==> config.mk <==
export PLATFORM = sky130hd
export DESIGN_NAME = mws_ram
export DESIGN_NICKNAME = d
export VERILOG_FILES = /design/src/assert_macros.svh /design/src/mws_ram.sv
export SDC_FILE = /design/constraint.sdc
export NUM_CORES = 2
export LEC_CHECK = 0
export BUFFER_PORTS_ARGS = -buffer_cell sky130_fd_sc_hd__buf_2
export CORE_MARGIN = 3
export CORE_UTILIZATION = 40
export DETAILED_ROUTE_END_ITERATION = 10
export PLACE_DENSITY = 0.51
export SLEW_MARGIN = 20
export SYNTH_ARGS = -nofsm -noshare
export SYNTH_HDL_FRONTEND = slang
export SYNTH_SLANG_ARGS = --single-unit
==> constraint.sdc <==
create_clock -name clk -period 2.82 [get_ports clk]
set_clock_uncertainty 0.2 [all_clocks]
set_input_delay 0.141 -clock clk [delete_from_list [all_inputs] [get_ports clk]]
set_output_delay 0.141 -clock clk [all_outputs]
set_load 0.05 [all_outputs]
==> src/assert_macros.svh <==
// Assertion macros used by the top-level RTL file.
`ifndef ASSERT_MACROS_SVH
`define ASSERT_MACROS_SVH

// Check a property on every clock edge outside reset.
`define ASSERT_ALWAYS(label, prop, msg) \
    label: assert property (@(posedge clk) disable iff (!rst_n) (prop)) else $error(msg);

// Check that a condition implies a consequence on the next clock edge.
`define ASSERT_NEXT(label, cond, cons, msg) \
    label: assert property (@(posedge clk) disable iff (!rst_n) (cond) |=> (cons)) \
        else $error(msg);

`endif

==> src/mws_ram.sv <==
// Generic simple dual-port RAM with registered, read-first output.
`default_nettype none

module mws_ram #(
    parameter int WIDTH = 16,
    parameter int DEPTH = 256,
    localparam int AW = (DEPTH > 1) ? $clog2(DEPTH) : 1
) (
    input  wire logic             clk,
    input  wire logic             we,
    input  wire logic [AW-1:0]    wr_addr,
    input  wire logic [WIDTH-1:0] wr_data,
    input  wire logic             rd_en,
    input  wire logic [AW-1:0]    rd_addr,
    output logic      [WIDTH-1:0] rd_data
);

    logic [WIDTH-1:0] mem [DEPTH];

    always_ff @(posedge clk)
    begin
        if (we)
        begin
            mem[wr_addr] <= wr_data;
        end
        if (rd_en)
        begin
            rd_data <= mem[rd_addr];
        end
    end

endmodule

`default_nettype wire

# Word level (Yosys, flattened, before mapping)
# Memory sizes are Yosys's and may differ from the RTL's. A register that Yosys moved wholly into a read port is not among the register bits.
# Cells that the tools add are included.
# word_totals
ff_bits	0
ramBits	4096
inputBits	35
out_inout_bits	16
word_cells	3
mem_count	1
# op_classes
n_mux	2
# memory_table
name	words	width	rd	rd_clocked_by_memory_dff	wr	line_no	text
mem	256	16	1	1	1	mws_ram.sv:18	logic [WIDTH-1:0] mem [DEPTH];
# ops
operator	n
$mux 1	2

# Longest topological paths before layout
# depth
word_depth	2
depth_mapped	12
ltp_nobuf	6

# Worst setup path after synthesis
# OpenSTA, ideal clock, no wires.
# synth_path
kind	input port to flip-flop
startpoint	in rd_addr[0]
endpoint	reg rd_data[4], read port of mem (data pin)
setup_ns	0.265
t_arrival_ns	2.125
t_required_ns	2.355
setup_slack_ns	0.230
path_stages	8
path_buffers	3
path_cell_list	buf_6 -> buf_6 -> buf_2 -> mux4_2 -> mux4_2 -> a22o_1 -> o32ai_2 -> nor4_2
# synth_lines
item	line_no	text
start: declaration	mws_ram.sv:14	input wire logic [AW-1:0] rd_addr,
end: declaration	mws_ram.sv:15	output logic [WIDTH-1:0] rd_data

==> results.cfg <==
[clock_network]
cts_tree = yes
root_buffer = clkbuf_16
clk_pin_slew_ps = 60
clk_latency_ps = 980
clock_path_buffers = 4
cts.sinks = 4112
numCtsBuffers = 433
post-cts-setup-buffer-count = 0
h-tree-depth = 5

[floorplanning]
pin_count = 51
start_util = 0.403
dieHeight_um = 636
rows = 230
core_area_mm2 = 0.394
die_width_um = 636
die-area_mm2 = 0.405

[critical_path]
ff2ff_setup_slack_ps = -50
cp-end-kind = flop
crit_arrival_ps = 3450
worstPathRequired_ps = 3390
r2r_end = rd_data[15]
r2r_cells = 8
start_kind = primary input
r2r_start = mem[0][15]
path_max_fanout = 25
crit_type = primary input to flop

[worst_hold_path]
holdPathEnd = mem[121][2]
min_from = wr_data[2]
hp-class = primary input to flop
hold_path_depth = 2

[timing]
rsz0062_at_grt = true
slew_viol_final = 0
period_share = 1.02
slew_headroom = 0.246
hold_viol = 0
min_period_ps = 2880
worst_slew_pin_slew_ps = 1130
setup_ws_ps = -55.4
max_freq_mhz = 348
setup_viol = 3

[final_layout]
layout.cells.non_filler = 14100
syn2layout_area_growth_pct = 18.6
drive_gt1_frac = 0.318
final_common_cell = edfxtp_1
most-common-layout-cells = 4,112 x edfxtp_1, 924 x buf_4, 797 x mux4_2
stdcell_area_mm2 = 0.188
fillers = 32200
post-route-util = 0.478
final_nets = 8564

[routing]
drt-initial-drc-count = 9585
routedWlPerCell_um = 33.1
avgViaCountPerCell = 5.78
drc = 0
firstDrtPassIters = 5
ant_nets = 0
postRouteWirelength_um = 467000
vias = 81500

[power]
clkPwrFrac = 0.425
p_int_w = 0.102
leakage_nw = 60.9
cellPowerDensity_mw_per_mm2 = 693
power_frac_comb = 0.058
sw_frac_of_total = 0.218
seqPwrFrac = 0.517
power.net_switching_w = 0.0284
ir_drop_v = 0.000572

[global_routing]
grt_pass1_vias = 81600
grtUsageTotal = 0.228
grt_first_pass_wirelength_um = 655000
gr-total-overflow = 0
grt_max_degree = 104
antenna_found_initial = 35

[place]
place_area_mm2 = 0.174
gp_congestion = 0.847
post-place-ws_ps = -926
port_buffers = 50
place_inst = 13300
post-dp-hpwl_um = 294000

[synth]
async_reset_ff_frac = 0
synthFlopType = edfxtp_1
synth_warnings = 0
synth_area_mm2 = 0.159
yosysSeqAreaShare = 0.777
syn_avg_cell_area_um2 = 21.6
syn-num-nets = 7395
synth_cell_type_count = 51
synth_cells = 7360
ys_ff_latch = 4112
synth_edf_count = 4112

[run_status]
violations = setup timing
status = complete, but fails checks

[run]
max-cap-violations = 0
-- stage by stage --
step / TNS, ps / power, W / hold WS (ps)
finish: -126 / 0.131 / 58.1
global route: -404 / 0.134 / 32.6
CTS: -52.8 / 0.132 / 7.25
detailed placement: -11360 / 0.0764 / 242
global placement: -11190 / 0.0762 / 237
floorplan: 0 / 0.0722 / 39.9
-- Yosys cell counts (2+ instances only) --
cell type     n  area, um2
nand4_1      26        163
or2_2         4       25.0
edfxtp_1   4112     123000
buf_2        76        380
clkbuf_1    230        863
nand2_1      38        143
buf_12        5        100
a2111oi_0     6       52.6
buf_6        77        867
o32ai_1      20        175
nand3_1      35        175
inv_1         3       11.3
buf_1        27        101
and4_1        2       17.5
o21ai_0      37        185
a21oi_1     175        876
a21o_1        2       15.0
and3_1       11       68.8
nor4_1       17        106
nor2b_1       9       56.3
nor4bb_1      2       20.0
nor3_1       92        460
or3_1         2       12.5
mux2i_1     565       5660
o22ai_1     148        926
o221ai_1    252       2210
a221oi_1     28        245
nand2b_1      3       18.8
mux2_2       88        991
nand4b_1      3       26.3
a22o_1       32        280
buf_4        26        195
buf_8        11        165
nor2_1      304       1140
a22oi_1      43        323
o31ai_1      16        120
a31oi_1       6       37.5
mux4_2      797      17900
a211oi_1     18        135
-- power groups by stage --
stage               logic, W  clock network, W  registers (W)
CTS                  0.00767            0.0566         0.0675
global route         0.00800            0.0590         0.0675
finish               0.00762            0.0555         0.0675
global placement     0.00745                 0         0.0688
floorplan            0.00332                 0         0.0688
detailed placement   0.00754                 0         0.0688
-- cell type report --
class,instances,area [um2],area share
diodes,14,35.0,0.000186
clock buffers,542,11400,0.0602
clock inverters,241,2360,0.0125
inverters,4,27.5,0.000146
multi-input cells,2792,33500,0.178
flip-flops and latches,4112,123000,0.655
well taps,5220,6530,0.0347
repair buffers,1186,11200,0.0593
-- repair_timing --
item,4_1_cts,5_1_grt
setup endpoints to repair,10,15
gates resized for setup,25,23
pin swaps,5,3
hold endpoints to repair,5658,0
hold buffers,44,0
-- critical path: stages --
cell and delay, ps:
buf_12 120, buf_12 150, buf_4 220, buf_12 190, buf_12 250, buf_4 280, mux2i_1 110, o221ai_1 520
a21oi_1 140, nor2_1 500, nand4_1 370, nor4_1 340
-- worst max path at each step --
stage                from           to  slack [ps]  depth (start not counted)
5_1_grt        mem[0][12]  rd_data[12]        -160                          8
4_1_cts        mem[0][12]  rd_data[12]         -50                          8
2_1_floorplan  rd_addr[0]   rd_data[4]         230                          8
3_5_place_dp   rd_addr[0]  rd_data[12]        -930                         12
3_3_place_gp   rd_addr[0]  rd_data[12]        -900                         12
6_report       rd_addr[0]  rd_data[10]         -60                         12
-- sequential cells by signal, indices dropped and copies added, names as in the netlist --
signal   count
mem       4096
rd_data     16
-- cell families after synthesis --
logic type	Yosys count	share of synthesized area
DFF	4112	0.777
muxes	1450	0.155
AOI/OAI and AO/OA	786	0.0353
and+or+nand+nor	556	0.0157
buffers and inverters	456	0.0169
-- per-layer routing --
metal / global-route usage / wire length [um]
met3: 0.0319 / 31700
met4: 0.0540 / 12000
met5: 0 / 41
met1: 0.333 / 201000
met2: 0.364 / 222000
No activity file was read; power rests on OpenSTA's default activity.
